File: src/hw/rtl/dra_pkg.sv
// Shared types and constants for the DNS response address extractor.
// No dependencies; imported by the parser, the top level and the checker.
package dra_pkg;

   localparam int unsigned ID_WIDTH   = 16;
   localparam int unsigned ADDR_WIDTH = 32;

   typedef logic [1:0] status_type;

   localparam status_type ST_FOUND    = 2'd0;
   localparam status_type ST_MISMATCH = 2'd1;
   localparam status_type ST_TRUNC    = 2'd2;
   localparam status_type ST_NONE     = 2'd3;

   localparam logic [15:0] TYPE_A   = 16'd1;
   localparam logic [15:0] CLASS_IN = 16'd1;
   localparam logic [15:0] ADDR_LEN = 16'd4;
   localparam logic [1:0]  PTR_MARK = 2'b11;

   typedef struct packed {
      status_type            status;
      logic [ADDR_WIDTH-1:0] address;
   } result_type;

endpackage

File: src/hw/rtl/dns_response_address_extractor_top.sv
// A last-byte transaction passes the input register, then the result register, before its result transaction.
// Throughput: one byte per cycle when not stalled; input register, parser, result register.
// The parser consumes a byte each cycle unless a last byte meets a held result.
// Reset: synchronous, active high; clears parser state, the valid flags and expected id.
// Top level of the DNS response address extractor; depends on dra_pkg, dra_parser.
module dns_response_address_extractor_top (
   input  logic                           clock,
   input  logic                           reset,
   input  logic                           req_valid,
   output logic                           req_ready,
   input  logic [7:0]                     req_data_byte,
   input  logic                           req_last_byte,
   output logic                           rsp_valid,
   input  logic                           rsp_ready,
   output dra_pkg::status_type            rsp_status,
   output logic [dra_pkg::ADDR_WIDTH-1:0] rsp_ipv4_address,
   input  logic                           csr_valid,
   output logic                           csr_ready,
   input  logic [dra_pkg::ID_WIDTH-1:0]   csr_expected_id
);
   import dra_pkg::*;

   logic                  in_valid_ff;
   logic [7:0]            in_byte_ff;
   logic                  in_last_ff;
   logic                  rsp_valid_ff;
   result_type            rsp_ff;
   logic [ID_WIDTH-1:0]   expected_id_ff;
   logic                  out_free;
   logic                  take;
   result_type            result;

   assign out_free  = !rsp_valid_ff || rsp_ready;
   assign take      = in_valid_ff && (!in_last_ff || out_free);
   assign req_ready = !in_valid_ff || take;
   assign csr_ready = 1'b1;

   always_ff @(posedge clock) begin
      if (reset) begin
         expected_id_ff <= '0;
      end else if (csr_valid) begin
         expected_id_ff <= csr_expected_id;
      end
   end

   always_ff @(posedge clock) begin
      if (reset) begin
         in_valid_ff <= 1'b0;
      end else if (req_ready) begin
         in_valid_ff <= req_valid;
      end
   end

   always_ff @(posedge clock) begin
      if (req_valid && req_ready) begin
         in_byte_ff <= req_data_byte;
         in_last_ff <= req_last_byte;
      end
   end

   dra_parser u_parser (
      .clock       (clock),
      .reset       (reset),
      .take        (take),
      .data_byte   (in_byte_ff),
      .last_byte   (in_last_ff),
      .expected_id (expected_id_ff),
      .result      (result)
   );

   always_ff @(posedge clock) begin
      if (reset) begin
         rsp_valid_ff <= 1'b0;
      end else if (take && in_last_ff) begin
         rsp_valid_ff <= 1'b1;
      end else if (rsp_ready) begin
         rsp_valid_ff <= 1'b0;
      end
   end

   always_ff @(posedge clock) begin
      if (take && in_last_ff) begin
         rsp_ff <= result;
      end
   end

   assign rsp_valid        = rsp_valid_ff;
   assign rsp_status       = rsp_ff.status;
   assign rsp_ipv4_address = rsp_ff.address;

endmodule

File: src/hw/rtl/dra_parser.sv
// Byte-wise DNS message parser: header, question skip, answer walk.
// Depends on dra_pkg. Gives the result for the byte taken in this cycle.
module dra_parser (
   input  logic                           clock,
   input  logic                           reset,
   input  logic                           take,
   input  logic [7:0]                     data_byte,
   input  logic                           last_byte,
   input  logic [dra_pkg::ID_WIDTH-1:0]   expected_id,
   output dra_pkg::result_type            result
);
   import dra_pkg::*;

   localparam logic [2:0] PH_HEADER = 3'd0;
   localparam logic [2:0] PH_NLEN   = 3'd1;
   localparam logic [2:0] PH_NLABEL = 3'd2;
   localparam logic [2:0] PH_NPTR   = 3'd3;
   localparam logic [2:0] PH_QFIXED = 3'd4;
   localparam logic [2:0] PH_AFIXED = 3'd5;
   localparam logic [2:0] PH_ADATA  = 3'd6;
   localparam logic [2:0] PH_DONE   = 3'd7;

   logic [2:0]            phase_ff,   phase_in;
   logic [3:0]            fcnt_ff,    fcnt_in;
   logic [15:0]           qleft_ff,   qleft_in;
   logic [15:0]           aleft_ff,   aleft_in;
   logic [7:0]            lbl_ff,     lbl_in;
   logic [15:0]           rtype_ff,   rtype_in;
   logic [15:0]           rclass_ff,  rclass_in;
   logic [15:0]           rdata_ff,   rdata_in;
   logic [15:0]           id_ff,      id_in;
   logic [31:0]           addr_ff,    addr_in;
   status_type            outcome_ff, outcome_in;

   logic [15:0] q_dec;
   logic [15:0] a_dec;
   logic [15:0] rdata_dec;
   logic [15:0] rdata_new;
   logic [7:0]  lbl_dec;

   assign q_dec     = qleft_ff - 16'd1;
   assign a_dec     = aleft_ff - 16'd1;
   assign rdata_dec = rdata_ff - 16'd1;
   assign rdata_new = {rdata_ff[15:8], data_byte};
   assign lbl_dec   = lbl_ff - 8'd1;

   always_comb begin
      phase_in   = phase_ff;
      fcnt_in    = fcnt_ff;
      qleft_in   = qleft_ff;
      aleft_in   = aleft_ff;
      lbl_in     = lbl_ff;
      rtype_in   = rtype_ff;
      rclass_in  = rclass_ff;
      rdata_in   = rdata_ff;
      id_in      = id_ff;
      addr_in    = addr_ff;
      outcome_in = outcome_ff;
      case (phase_ff)
         PH_HEADER: begin
            case (fcnt_ff)
               4'd0:    id_in    = {data_byte, 8'h00};
               4'd1:    id_in    = {id_ff[15:8], data_byte};
               4'd4:    qleft_in = {data_byte, 8'h00};
               4'd5:    qleft_in = {qleft_ff[15:8], data_byte};
               4'd6:    aleft_in = {data_byte, 8'h00};
               4'd7:    aleft_in = {aleft_ff[15:8], data_byte};
               default: ;
            endcase
            if (fcnt_ff >= 4'd11) begin
               fcnt_in = 4'd0;
               if (id_ff != expected_id) begin
                  outcome_in = ST_MISMATCH;
                  phase_in   = PH_DONE;
               end else if (qleft_ff != 16'd0 || aleft_ff != 16'd0) begin
                  phase_in = PH_NLEN;
               end else begin
                  outcome_in = ST_NONE;
                  phase_in   = PH_DONE;
               end
            end else begin
               fcnt_in = fcnt_ff + 4'd1;
            end
         end
         PH_NLEN: begin
            if (data_byte[7:6] == PTR_MARK) begin
               phase_in = PH_NPTR;
            end else if (data_byte == 8'd0) begin
               fcnt_in  = 4'd0;
               phase_in = (qleft_ff != 16'd0) ? PH_QFIXED : PH_AFIXED;
            end else begin
               lbl_in   = data_byte;
               phase_in = PH_NLABEL;
            end
         end
         PH_NLABEL: begin
            lbl_in = lbl_dec;
            if (lbl_dec == 8'd0) begin
               phase_in = PH_NLEN;
            end
         end
         PH_NPTR: begin
            fcnt_in  = 4'd0;
            phase_in = (qleft_ff != 16'd0) ? PH_QFIXED : PH_AFIXED;
         end
         PH_QFIXED: begin
            if (fcnt_ff >= 4'd3) begin
               fcnt_in  = 4'd0;
               qleft_in = q_dec;
               if (q_dec != 16'd0 || aleft_ff != 16'd0) begin
                  phase_in = PH_NLEN;
               end else begin
                  outcome_in = ST_NONE;
                  phase_in   = PH_DONE;
               end
            end else begin
               fcnt_in = fcnt_ff + 4'd1;
            end
         end
         PH_AFIXED: begin
            case (fcnt_ff)
               4'd0:    rtype_in  = {data_byte, 8'h00};
               4'd1:    rtype_in  = {rtype_ff[15:8], data_byte};
               4'd2:    rclass_in = {data_byte, 8'h00};
               4'd3:    rclass_in = {rclass_ff[15:8], data_byte};
               4'd8:    rdata_in  = {data_byte, 8'h00};
               4'd9:    rdata_in  = rdata_new;
               default: ;
            endcase
            if (fcnt_ff >= 4'd9) begin
               fcnt_in = 4'd0;
               if (!(rtype_ff == TYPE_A && rclass_ff == CLASS_IN && rdata_new == ADDR_LEN)) begin
                  rtype_in = 16'd0;
               end
               addr_in = 32'd0;
               if (rdata_new == 16'd0) begin
                  aleft_in = a_dec;
                  if (qleft_ff != 16'd0 || a_dec != 16'd0) begin
                     phase_in = PH_NLEN;
                  end else begin
                     outcome_in = ST_NONE;
                     phase_in   = PH_DONE;
                  end
               end else begin
                  phase_in = PH_ADATA;
               end
            end else begin
               fcnt_in = fcnt_ff + 4'd1;
            end
         end
         PH_ADATA: begin
            if (rtype_ff == TYPE_A) begin
               addr_in = {addr_ff[23:0], data_byte};
            end
            rdata_in = rdata_dec;
            if (rdata_dec == 16'd0) begin
               if (rtype_ff == TYPE_A) begin
                  outcome_in = ST_FOUND;
                  phase_in   = PH_DONE;
               end else begin
                  aleft_in = a_dec;
                  if (qleft_ff != 16'd0 || a_dec != 16'd0) begin
                     phase_in = PH_NLEN;
                  end else begin
                     outcome_in = ST_NONE;
                     phase_in   = PH_DONE;
                  end
               end
            end
         end
         default: ;
      endcase
   end

   always_comb begin
      result.status  = (phase_in == PH_DONE) ? outcome_in : ST_TRUNC;
      result.address = (result.status == ST_FOUND) ? addr_in : '0;
   end

   // last byte closes the message: back to header state
   always_ff @(posedge clock) begin
      if (reset || (take && last_byte)) begin
         phase_ff   <= PH_HEADER;
         fcnt_ff    <= '0;
         qleft_ff   <= '0;
         aleft_ff   <= '0;
         lbl_ff     <= '0;
         rtype_ff   <= '0;
         rclass_ff  <= '0;
         rdata_ff   <= '0;
         id_ff      <= '0;
         addr_ff    <= '0;
         outcome_ff <= ST_NONE;
      end else if (take) begin
         phase_ff   <= phase_in;
         fcnt_ff    <= fcnt_in;
         qleft_ff   <= qleft_in;
         aleft_ff   <= aleft_in;
         lbl_ff     <= lbl_in;
         rtype_ff   <= rtype_in;
         rclass_ff  <= rclass_in;
         rdata_ff   <= rdata_in;
         id_ff      <= id_in;
         addr_ff    <= addr_in;
         outcome_ff <= outcome_in;
      end
   end

endmodule

File: config.mk
export PLATFORM = sky130hd
export DESIGN_NAME = dns_response_address_extractor_top
export DESIGN_NICKNAME = d
export VERILOG_FILES = /design/src/hw/rtl/dra_pkg.sv /design/src/hw/rtl/dns_response_address_extractor_top.sv /design/src/hw/rtl/dra_parser.sv
export SDC_FILE = /design/constraint.sdc
export NUM_CORES = 1
export LEC_CHECK = 0
export BUFFER_PORTS_ARGS = -buffer_cell sky130_fd_sc_hd__clkbuf_2
export CAP_MARGIN = 20
export CORE_ASPECT_RATIO = 1.2
export CORE_MARGIN = 4
export CORE_UTILIZATION = 50
export CTS_BUF_LIST = sky130_fd_sc_hd__clkbuf_4 sky130_fd_sc_hd__clkbuf_8 sky130_fd_sc_hd__clkbuf_16
export DETAILED_ROUTE_END_ITERATION = 6
export GPL_TIMING_DRIVEN = 0
export MAX_ROUTING_LAYER = met4
export PLACE_DENSITY = 0.71
export SETUP_SLACK_MARGIN = 0.15
export SYNTH_ARGS = -nofsm -noshare
export SYNTH_HDL_FRONTEND = slang
export SYNTH_HIERARCHICAL = 1
export SYNTH_SLANG_ARGS = --single-unit
File: constraint.sdc
create_clock -name clock -period 4.78 [get_ports clock]
set_clock_uncertainty 0.05 [all_clocks]
set_input_delay 0.956 -clock clock [delete_from_list [all_inputs] [get_ports clock]]
set_output_delay 0.956 -clock clock [all_outputs]
set_load 0.03 [all_outputs]
==> flow_summary.json, run 1 <==
{
  "outcome": "completed",
  "crit_arrival_ns": 4.27,
  "die_w_um": 144,
  "cts_hold_buf": 0,
  "synth_top_cell_area_share": 0.296,
  "netlist_top_cells_area": "dfxtp_1 30%, edfxtp_1 12%, a22oi_1 8.4%, nor2_1 7.0%, mux2i_1 3.0%",
  "wl_per_cell_um": 19.5,
  "period_needed_ns": 4.06,
  "slew_headroom": 0.266,
  "route.detailed.drc": 0,
  "wirelength_um": 31800,
  "crit_fanout": 10,
  "p_seq_frac": 0.460,
  "setup_viol_count_final": 0,
  "synth_top_cell_by_area": "dfxtp_1",
  "ys_ff_latch": 206,
  "cap_violations": 0,
  "final_common_cell": "nor2_1",
  "synth_flop_cell": "dfxtp_1",
  "drt_iter0_markers": 829,
  "cpPeakStageDelay_ns": 0.53,
  "diodes": 0,
  "cp_slowest_cell": "or4_1",
  "rows": 59,
  "p_leak_nw": 4.45,
  "finalSetupTns_ns": 0,
  "vias": 10100,
  "p_clk_frac": 0.429,
  "clkSlewWorstSetupHoldPaths_ns": 0.06,
  "grt_max_degree": 35,
  "synth-async-reset-ratio": 0,
  "finalMaxSlewViolations": 0,
  "clock_sinks": 206,
  "grt_pass1_vias": 9413,
  "synth_warnings": 6,
  "power_frac_comb": 0.110,
  "rsz0062_at_grt": "false",
  "drive_above_1_share": 0.136,
  "cts_tree": "done",
  "critical_path.endpoint_type": "register",
  "die_h_um": 171,
  "worstSetupPathType": "reg -> reg",
  "crit_chain": "inv_1, ha_1, buf_4, nor3b_2, nand2_4, or4_1, a311o_1, nor4_1, or3_1, o21ai_1, a31oi_2, buf_4, nor3_1",
  "yosysSeqAreaShare": 0.413,
  "synth.avg_cell_area_um2": 8.80,
  "required_ns": 4.99,
  "synth_compound_area_frac": 0.212,
  "syn2layout_area_growth_pct": 12.6,
  "fin_nets": 1384,
  "clock_latency_ns": 0.51,
  "pin_count": 67,
  "cts_resized": 0,
  "dpl.hpwl_um": 22500,
  "synth_edf_count": 43,
  "htreeDepth": 1,
  "synth-xor-area-share": 0.0342,
  "via_per_inst": 6.18,
  "post_cts_buffers": 0,
  "gr-total-overflow": 0,
  "vdd_ir_drop_max_mv": 0.263,
  "gp_congestion": 0.981,
  "core_area_mm2": 0.0217,
  "port_buffers": 64,
  "power_density_mw_per_mm2": 320,
  "synth_top_family_by_area": "simple AND/OR/NAND/NOR gates",
  "die_area_mm2": 0.0245,
  "r2r_slack_ns": 0.72,
  "p_sw_w": 0.00103,
  "drt_pass1_iterations": 6,
  "netlist_area_mm2": 0.0110,
  "cp-start-kind": "register",
  "grt_pass1_wl_um": 50300,
  "synthCells": 1252,
  "cts_buffers": 22,
  "clock_path_buffers": 3,
  "switching_share": 0.259,
  "cpMostUsedCell": "buf_4",
  "synth_fa_ha_area_frac": 0.0159,
  "period_share": 0.850,
  "start_util": 0.508,
  "yosysUniqueCellTypes": 90,
  "layout_common_cells": "205 x nor2_1, 163 x dfxtp_1, 124 x a22oi_1, 77 x clkbuf_1",
  "grt_use_total": 0.262,
  "mappedNetlistNets": 1296,
  "root_buffer": "clkbuf_16",
  "hold_viol": 0,
  "synthMuxAreaShare": 0.0300,
  "ant_nets": 0,
  "yosys.area_share.simple": 0.233,
  "p_int_w": 0.00295,
  "antenna_found_initial": 0,
  "utilization": 0.572,
  "min_path_type": "reg -> reg",
  "fmax_mhz": 246,
  "worstMarginPinSlew_ns": 1.09
}
-- metrics by stage --
stage / power, W / hold slack [ns] / instances / cell area [um^2] / setup slack, ns
6_report: 0.00397 / 0.445 / 1630 / 12400 / 0.717
4_1_cts: 0.00401 / 0.450 / 1630 / 12400 / 0.804
2_1_floorplan: 0.00217 / 0.405 / 1252 / 11000 / 1.46
3_5_place_dp: 0.00230 / 0.436 / 1590 / 11700 / 0.816
5_1_grt: 0.00412 / 0.481 / 1630 / 12400 / 0.623
3_3_place_gp: 0.00229 / 0.423 / 1590 / 11700 / 0.834
-- path summary, 6_finish.rpt --
kind / from / to / depth (start not counted)
worst max register to register: u_parser/aleft_ff[0] / rsp_ipv4_address[1] / 13
worst min register to register: u_parser/addr_ff[27] / u_parser/addr_ff[27] / 2
worst min-delay path: u_parser/addr_ff[27] / u_parser/addr_ff[27] / 2
worst max-delay path: u_parser/aleft_ff[0] / rsp_ipv4_address[1] / 13
-- final cells by class --
| class | instances | area [um^2] |
|---|---|---|
| buffer | 107 | 586 |
| clock buffer | 28 | 596 |
| clock inverter | 12 | 128 |
| fill | 2043 | 9290 |
| inverter | 24 | 90.1 |
| multi-input combinational | 915 | 5800 |
| sequential | 206 | 4550 |
| tap | 274 | 343 |
| timing repair buffer | 64 | 320 |
-- power by group through the flow --
stage	registers (W)	clock network (W)	logic (W)
final	0.00183	0.00171	0.000439
after CTS	0.00183	0.00175	0.000435
after global placement	0.00187	0	0.000428
after detailed placement	0.00187	0	0.000432
after floorplan	0.00187	0	0.000299
after global routing	0.00183	0.00181	0.000476
-- cell families after synthesis --
kind of cell,Yosys count
compound gates,337
fa+ha+maj,14
mux,33
simple gates,487
other cells,1
xor+xnor,43
buf+inv,131
flops,206
-- per-layer routing --
layer,vias to the layer above,GRT usage,part of all wire
met5,-,-,0
met4,0,0.110,0.041
met3,91,0.0310,0.060
met2,352,0.436,0.49
met1,4841,0.323,0.41
li1,4797,-,-
-- worst max-delay path, delay by kind of cell, from the launching register on --
kind                     cells  cell delay (ns)
buffers and inverters        3             0.56
AND/OR/NAND/NOR              6             1.60
AO/OA/AOI/OAI                3             1.07
adder cells (fa/ha/maj)      1             0.15
flip-flops                   1             0.38
-- sequential cells by signal (all words and copies together) (netlist names) --
signal               cells
expected_id_ff          16
in_valid_ff              1
u_parser/outcome_ff      2
u_parser/rdata_ff       16
u_parser/aleft_ff       16
u_parser/rclass_ff      16
u_parser/addr_ff        32
rsp_status               2
u_parser/id_ff          16
u_parser/rtype_ff       16
rsp_ipv4_address        32
u_parser/qleft_ff       16
in_byte_ff               8
rsp_valid                1
in_last_ff               1
u_parser/phase_ff        3
u_parser/fcnt_ff         4
u_parser/lbl_ff          8
-- cell usage after synthesis, drive strengths merged (4+ instances only) --
cell    number
nor2       206
dfxtp      163
a22oi      124
clkbuf      79
nor3        72
a21oi       66
nand2       66
o21ai       45
edfxtp      43
mux2i       33
a211oi      30
nor4        29
xnor2       28
buf         26
inv         24
nand3       17
xor2        15
ha          14
nand4       14
o31ai       10
and2         8
nor3b        8
or3          8
a31oi        7
nand3b       7
nor2b        7
nor4b        7
o211ai       6
or2          6
or4          6
a221oi       5
a311oi       5
nand2b       5
nand4b       5
o41ai        5
or3b         5
o31a         4
No activity file was read; power rests on OpenSTA's default activity.
==> inputs of run 2 (changes only) <==
PLACE_DENSITY = 0.73   (was 0.71)
clock period = 3.3 ns   (was 4.78 ns; I/O delays follow)
==> run 2 against run 1 <==
Net effect:
- the flow now finishes with violations (setup timing)
- power rose by 50%
- die area did not move
- global-route usage rose by 1.0 points
- wire length rose by 6.0%
- core utilization rose by 5.5 points
- sequential share of layout area fell by 3.1 points
- largest cell class unchanged
- largest power group unchanged
==> flow_summary.json, run 2 (same netlist as run 1, synthesis figures left out) <==
{
  "drt_iter0_markers": 837,
  "setup_ws_ns": -0.132,
  "crit_family": "simple AND/OR/NAND/NOR gates",
  "wirelength_um": 33700,
  "outcome": "finished with violations",
  "switching_share": 0.262,
  "place_inst": 1590,
  "grt_pass1_vias": 9810,
  "period_needed_ns": 3.43,
  "p_seq_frac": 0.444,
  "layoutNonFillerInstCount": 1689,
  "fin_nets": 1444,
  "cp_slowest_cell": "or4_4",
  "period_share": 1.04,
  "p_int_w": 0.00440,
  "min_path_type": "in -> reg",
  "hold_slack_ns": 0.264,
  "crit_chain": "buf_6, or4_4, nor4_4, xnor2_2, nand4b_1, o31a_1, o21ai_2, a31oi_1, or3_4, buf_12, buf_12, nor3_4",
  "drive_above_1_share": 0.229,
  "cts_tree": "done",
  "grt_pass1_wl_um": 52500,
  "pin_count": 67,
  "worstMarginPinSlew_ns": 1.00,
  "antenna_found_initial": 0,
  "wl_per_cell_um": 19.9,
  "dpl.hpwl_um": 22300,
  "crit_fanout": 9,
  "die_h_um": 171,
  "rsz0062_at_grt": "true",
  "port_buffers": 64,
  "gp_congestion": 0.988,
  "clock_latency_ns": 0.52,
  "worstSetupPathType": "reg -> reg",
  "ant_nets": 0,
  "htreeDepth": 1,
  "start_util": 0.508,
  "gr-total-overflow": 0,
  "finalMaxSlewViolations": 0,
  "diodes": 0,
  "final_common_cell": "nor2_1",
  "required_ns": 3.62,
  "cp-start-kind": "register",
  "power_density_mw_per_mm2": 438,
  "vdd_ir_drop_max_mv": 0.486,
  "cts_hold_buf": 0,
  "p_clk_frac": 0.422,
  "slew_headroom": 0.329,
  "via_per_inst": 6.25,
  "p_sw_w": 0.00156,
  "fillCellCount": 1867,
  "cpMostUsedCell": "buf_12",
  "grt_use_total": 0.273,
  "utilization": 0.627,
  "rows": 59,
  "syn2layout_area_growth_pct": 23.5,
  "hold_viol": 0,
  "clkSlewWorstSetupHoldPaths_ns": 0.07,
  "clock_path_buffers": 3,
  "layout_common_cells": "202 x nor2_1, 155 x dfxtp_1, 124 x a22oi_1, 75 x clkbuf_2, 64 x nand2_1",
  "root_buffer": "clkbuf_16",
  "dp_slack_ns": -0.664,
  "p_leak_nw": 5.11,
  "drt_pass1_iterations": 5,
  "cpPeakStageDelay_ns": 0.59,
  "die_w_um": 144,
  "violations": "setup timing",
  "fmax_mhz": 291,
  "die_area_mm2": 0.0245,
  "core_area_mm2": 0.0217,
  "grt_max_degree": 35,
  "vias": 10600,
  "cap_violations": 0,
  "r2r_slack_ns": -0.13,
  "crit_arrival_ns": 3.75,
  "total_power_w": 0.00597,
  "setup_viol_count_final": 32,
  "critical_path.endpoint_type": "register",
  "cts_buffers": 22,
  "path_buf_inv": 3,
  "power_frac_comb": 0.134,
  "route.detailed.drc": 0,
  "clock_sinks": 206
}
run 2: cell count changes in the layout (fill, tap and decap cells not counted), sizes merged:
cell / previous run / this run
clkinv: 7 / 4
dlygate4sd3: 2 / 1
bufinv: 2 / 1
clkinvlp: 2 / 1
buf: 26 / 85
dlygate4sd2: 0 / 1
clkbuf: 171 / 176
run 2: stage by stage:
| stage | TNS, ns | area [um^2] |
|---|---|---|
| final | -3.03 | 13600 |
| after global routing | -4.36 | 13600 |
| after CTS | 0 | 13200 |
| after detailed placement | -40.82 | 11700 |
| after global placement | -36.68 | 11700 |
| after floorplan | 0 | 11000 |
run 2: what timing repair did:
action,4_1_cts,5_1_grt
endpoints found under the setup margin,118,113
gates resized for setup,105,60
hold endpoints to repair,0,0
cloned,5,2
setup buffers,37,16
pin swaps,33,22
run 2: final timing paths:
check        cells past startpoint                endpoint                   start
max                             12    rsp_ipv4_address[25]    u_parser/rdata_ff[2]
min                              1           in_byte_ff[0]        req_data_byte[0]
max reg2reg                     12    rsp_ipv4_address[25]    u_parser/rdata_ff[2]
min reg2reg                      2  u_parser/rclass_ff[15]  u_parser/rclass_ff[15]
run 2: metal layers:
metal / global-route usage / up-vias / wire (um)
met2: 0.446 / 506 / 16300
met4: 0.113 / 0 / 1430
li1: - / 4914 / -
met1: 0.337 / 5037 / 13300
met3: 0.0433 / 103 / 2570
met5: - / - / 0
run 2: cell type report:
class,instances,area (um^2),share of cell area
Inverter,24,95.1,0.00699
Clock inverter,7,78.8,0.00579
Multi-Input combinational cell,915,6310,0.464
Clock buffer,32,662,0.0486
Sequential cell,206,4570,0.336
Timing Repair Buffer,124,886,0.0651
Tap cell,274,343,0.0252
Buffer,107,662,0.0486
run 2: worst reg2reg max path, delay by kind of cell, from the launching register on:
kind	cells	cell delay [ns]
AND/OR/NAND/NOR	5	1.69
buffers and inverters	3	0.44
XOR/XNOR	1	0.18
flip-flops	1	0.32
AO/OA/AOI/OAI	3	0.62
run 2: power by group through the flow:
stage | Clock, W | Combinational (W) | Sequential, W
2_1_floorplan | 0 | 0.000435 | 0.00271
3_3_place_gp | 0 | 0.000618 | 0.00270
3_5_place_dp | 0 | 0.000627 | 0.00270
4_1_cts | 0.00256 | 0.000760 | 0.00265
5_1_grt | 0.00267 | 0.000855 | 0.00265
6_report | 0.00252 | 0.000799 | 0.00265
==> inputs of run 3 (changes only) <==
CELL_PAD_IN_SITES_DETAIL_PLACEMENT = 1   (was not set)
CELL_PAD_IN_SITES_GLOBAL_PLACEMENT = 1   (was not set)
CORE_UTILIZATION = 43   (was 50)
PLACE_DENSITY = 0.8   (was 0.73)
==> run 3 against run 2 <==
Net effect:
- the run still ends with setup timing left
- die area up 15%
- largest power group is now the clock network
- critical path type unchanged
- register-to-register slack worse by 0.06 ns
- combinational power up 4.5%
- clock-buffer cell count down 1
- first-iteration DRC count up 4.5%
==> flow_summary.json, run 3 (same netlist as run 1, synthesis figures left out) <==
{
  "crit_fanout": 8,
  "core_area_mm2": 0.0250,
  "die_w_um": 154,
  "period_needed_ns": 3.49,
  "rsz0062_at_grt": "true",
  "worstMarginPinSlew_ns": 1.06,
  "power_density_mw_per_mm2": 449,
  "grt_max_degree": 35,
  "clock_sinks": 206,
  "fmax_mhz": 286,
  "vias": 10700,
  "port_buffers": 64,
  "start_util": 0.441,
  "grtUsageMet3": 0.0321,
  "rows": 63,
  "outcome": "finished with violations",
  "cpPeakStageDelay_ns": 0.45,
  "clock_path_buffers": 3,
  "hold_slack_ns": 0.249,
  "grt_pass1_vias": 10700,
  "syn2layout_area_growth_pct": 25.7,
  "cp-start-kind": "register",
  "finalMaxSlewViolations": 0,
  "path_buf_inv": 5,
  "ant_nets": 0,
  "gr-total-overflow": 0,
  "total_power_w": 0.00621,
  "layout_common_cells": "202 x nor2_1, 156 x dfxtp_1, 121 x a22oi_1, 75 x clkbuf_2, 64 x nand2_1",
  "drt_iter0_markers": 875,
  "grt_use_met2": 0.454,
  "cp_slowest_cell": "a311o_2",
  "period_share": 1.06,
  "wirelength_um": 39500,
  "cts_tree": "done",
  "setup_viol_count_final": 34,
  "vdd_ir_drop_max_mv": 0.361,
  "die_area_mm2": 0.0283,
  "wl_per_cell_um": 22.7,
  "setup_ws_ns": -0.193,
  "min_path_type": "in -> reg",
  "hold_viol": 0,
  "multi_input_area_mm2": 0.00642,
  "slew_headroom": 0.289,
  "design_area_mm2": 0.0139,
  "grt_pass1_wl_um": 60000,
  "crit_arrival_ns": 3.72,
  "drive_above_1_share": 0.236,
  "final_common_cell": "nor2_1",
  "route.detailed.drc": 0,
  "seq_area_mm2": 0.00457,
  "fin_nets": 1441,
  "worstSetupPathType": "reg -> reg",
  "gp_congestion": 0.963,
  "clkSlewWorstSetupHoldPaths_ns": 0.07,
  "dp_slack_ns": -0.796,
  "diodes": 0,
  "grt_use_total": 0.270,
  "crit_chain": "buf_6, or3_1, buf_6, nor4_2, a311oi_1, a311o_2, buf_6, nor4_4, or3_1, o21ai_2, a31oi_4, buf_12, clkbuf_16, nor3_4",
  "fillCellCount": 2887,
  "met1_usage": 0.331,
  "dpl.hpwl_um": 25200,
  "violations": "setup timing",
  "root_buffer": "clkbuf_16",
  "cpMostUsedCell": "buf_6",
  "placed_area_mm2": 0.0118,
  "drt_pass1_iterations": 7,
  "crit_family": "simple AND/OR/NAND/NOR gates",
  "antenna_found_initial": 0,
  "required_ns": 3.52,
  "via_per_inst": 6.16,
  "critical_path.endpoint_type": "register",
  "pin_count": 67,
  "utilization": 0.554,
  "die_h_um": 183,
  "cap_violations": 0,
  "htreeDepth": 1,
  "clock_latency_ns": 0.54,
  "p_leak_nw": 5.25,
  "top_usage_layer": "met2",
  "cts_buffers": 23
}
run 3: power breakdown:
part / internal (W) / switching (W) / total, W
registers: 0.00261 / 0.0000386 / 0.00265
clock network: 0.00163 / 0.00110 / 0.00273
logic: 0.000315 / 0.000520 / 0.000835
run 3: path summary, 6_finish.rpt:
check                                           from              endpoint  slack, ns  cells after the start
worst min register to register             rsp_valid             rsp_valid       0.45                      2
worst max-delay path            u_parser/aleft_ff[2]  rsp_ipv4_address[19]      -0.19                     14
worst max register to register  u_parser/aleft_ff[2]  rsp_ipv4_address[19]      -0.19                     14
worst min-delay path                req_data_byte[6]         in_byte_ff[6]       0.25                      1
run 3: layout make-up:
type / count / share of cell area
Clock buffer: 31 / 0.0468
Timing Repair Buffer: 120 / 0.0638
Multi-Input combinational cell: 915 / 0.464
Inverter: 24 / 0.00687
Clock inverter: 10 / 0.0105
Sequential cell: 206 / 0.330
Buffer: 107 / 0.0492
Tap cell: 325 / 0.0294
run 3: worst reg2reg max path, delay by kind of cell (launching register included):
family                 cells  cell delay, ns
AOI/OAI and AO/OA          4            0.80
buffers and inverters      5            0.79
DFF                        1            0.31
and+or+nand+nor            5            1.27
run 3: timing repair:
action	in CTS	in global routing
cloned	4	2
resized for setup	110	75
hold buffers	0	0
setup buffers	29	21
endpoints found under the setup margin	152	123
pin swaps	16	35
run 3: through the flow:
| stage | setup TNS, ns | cells |
|---|---|---|
| after CTS | -0.800 | 1715 |
| after detailed placement | -58.29 | 1641 |
| final | -5.23 | 1738 |
| after global placement | -49.49 | 1641 |
| after global routing | -7.65 | 1738 |
| after floorplan | 0 | 1252 |
run 3: metal layers:
layer	part of all wire	vias up
met2	0.51	408
met4	0.035	0
met5	0	-
met3	0.056	98
li1	-	4885
met1	0.40	5323
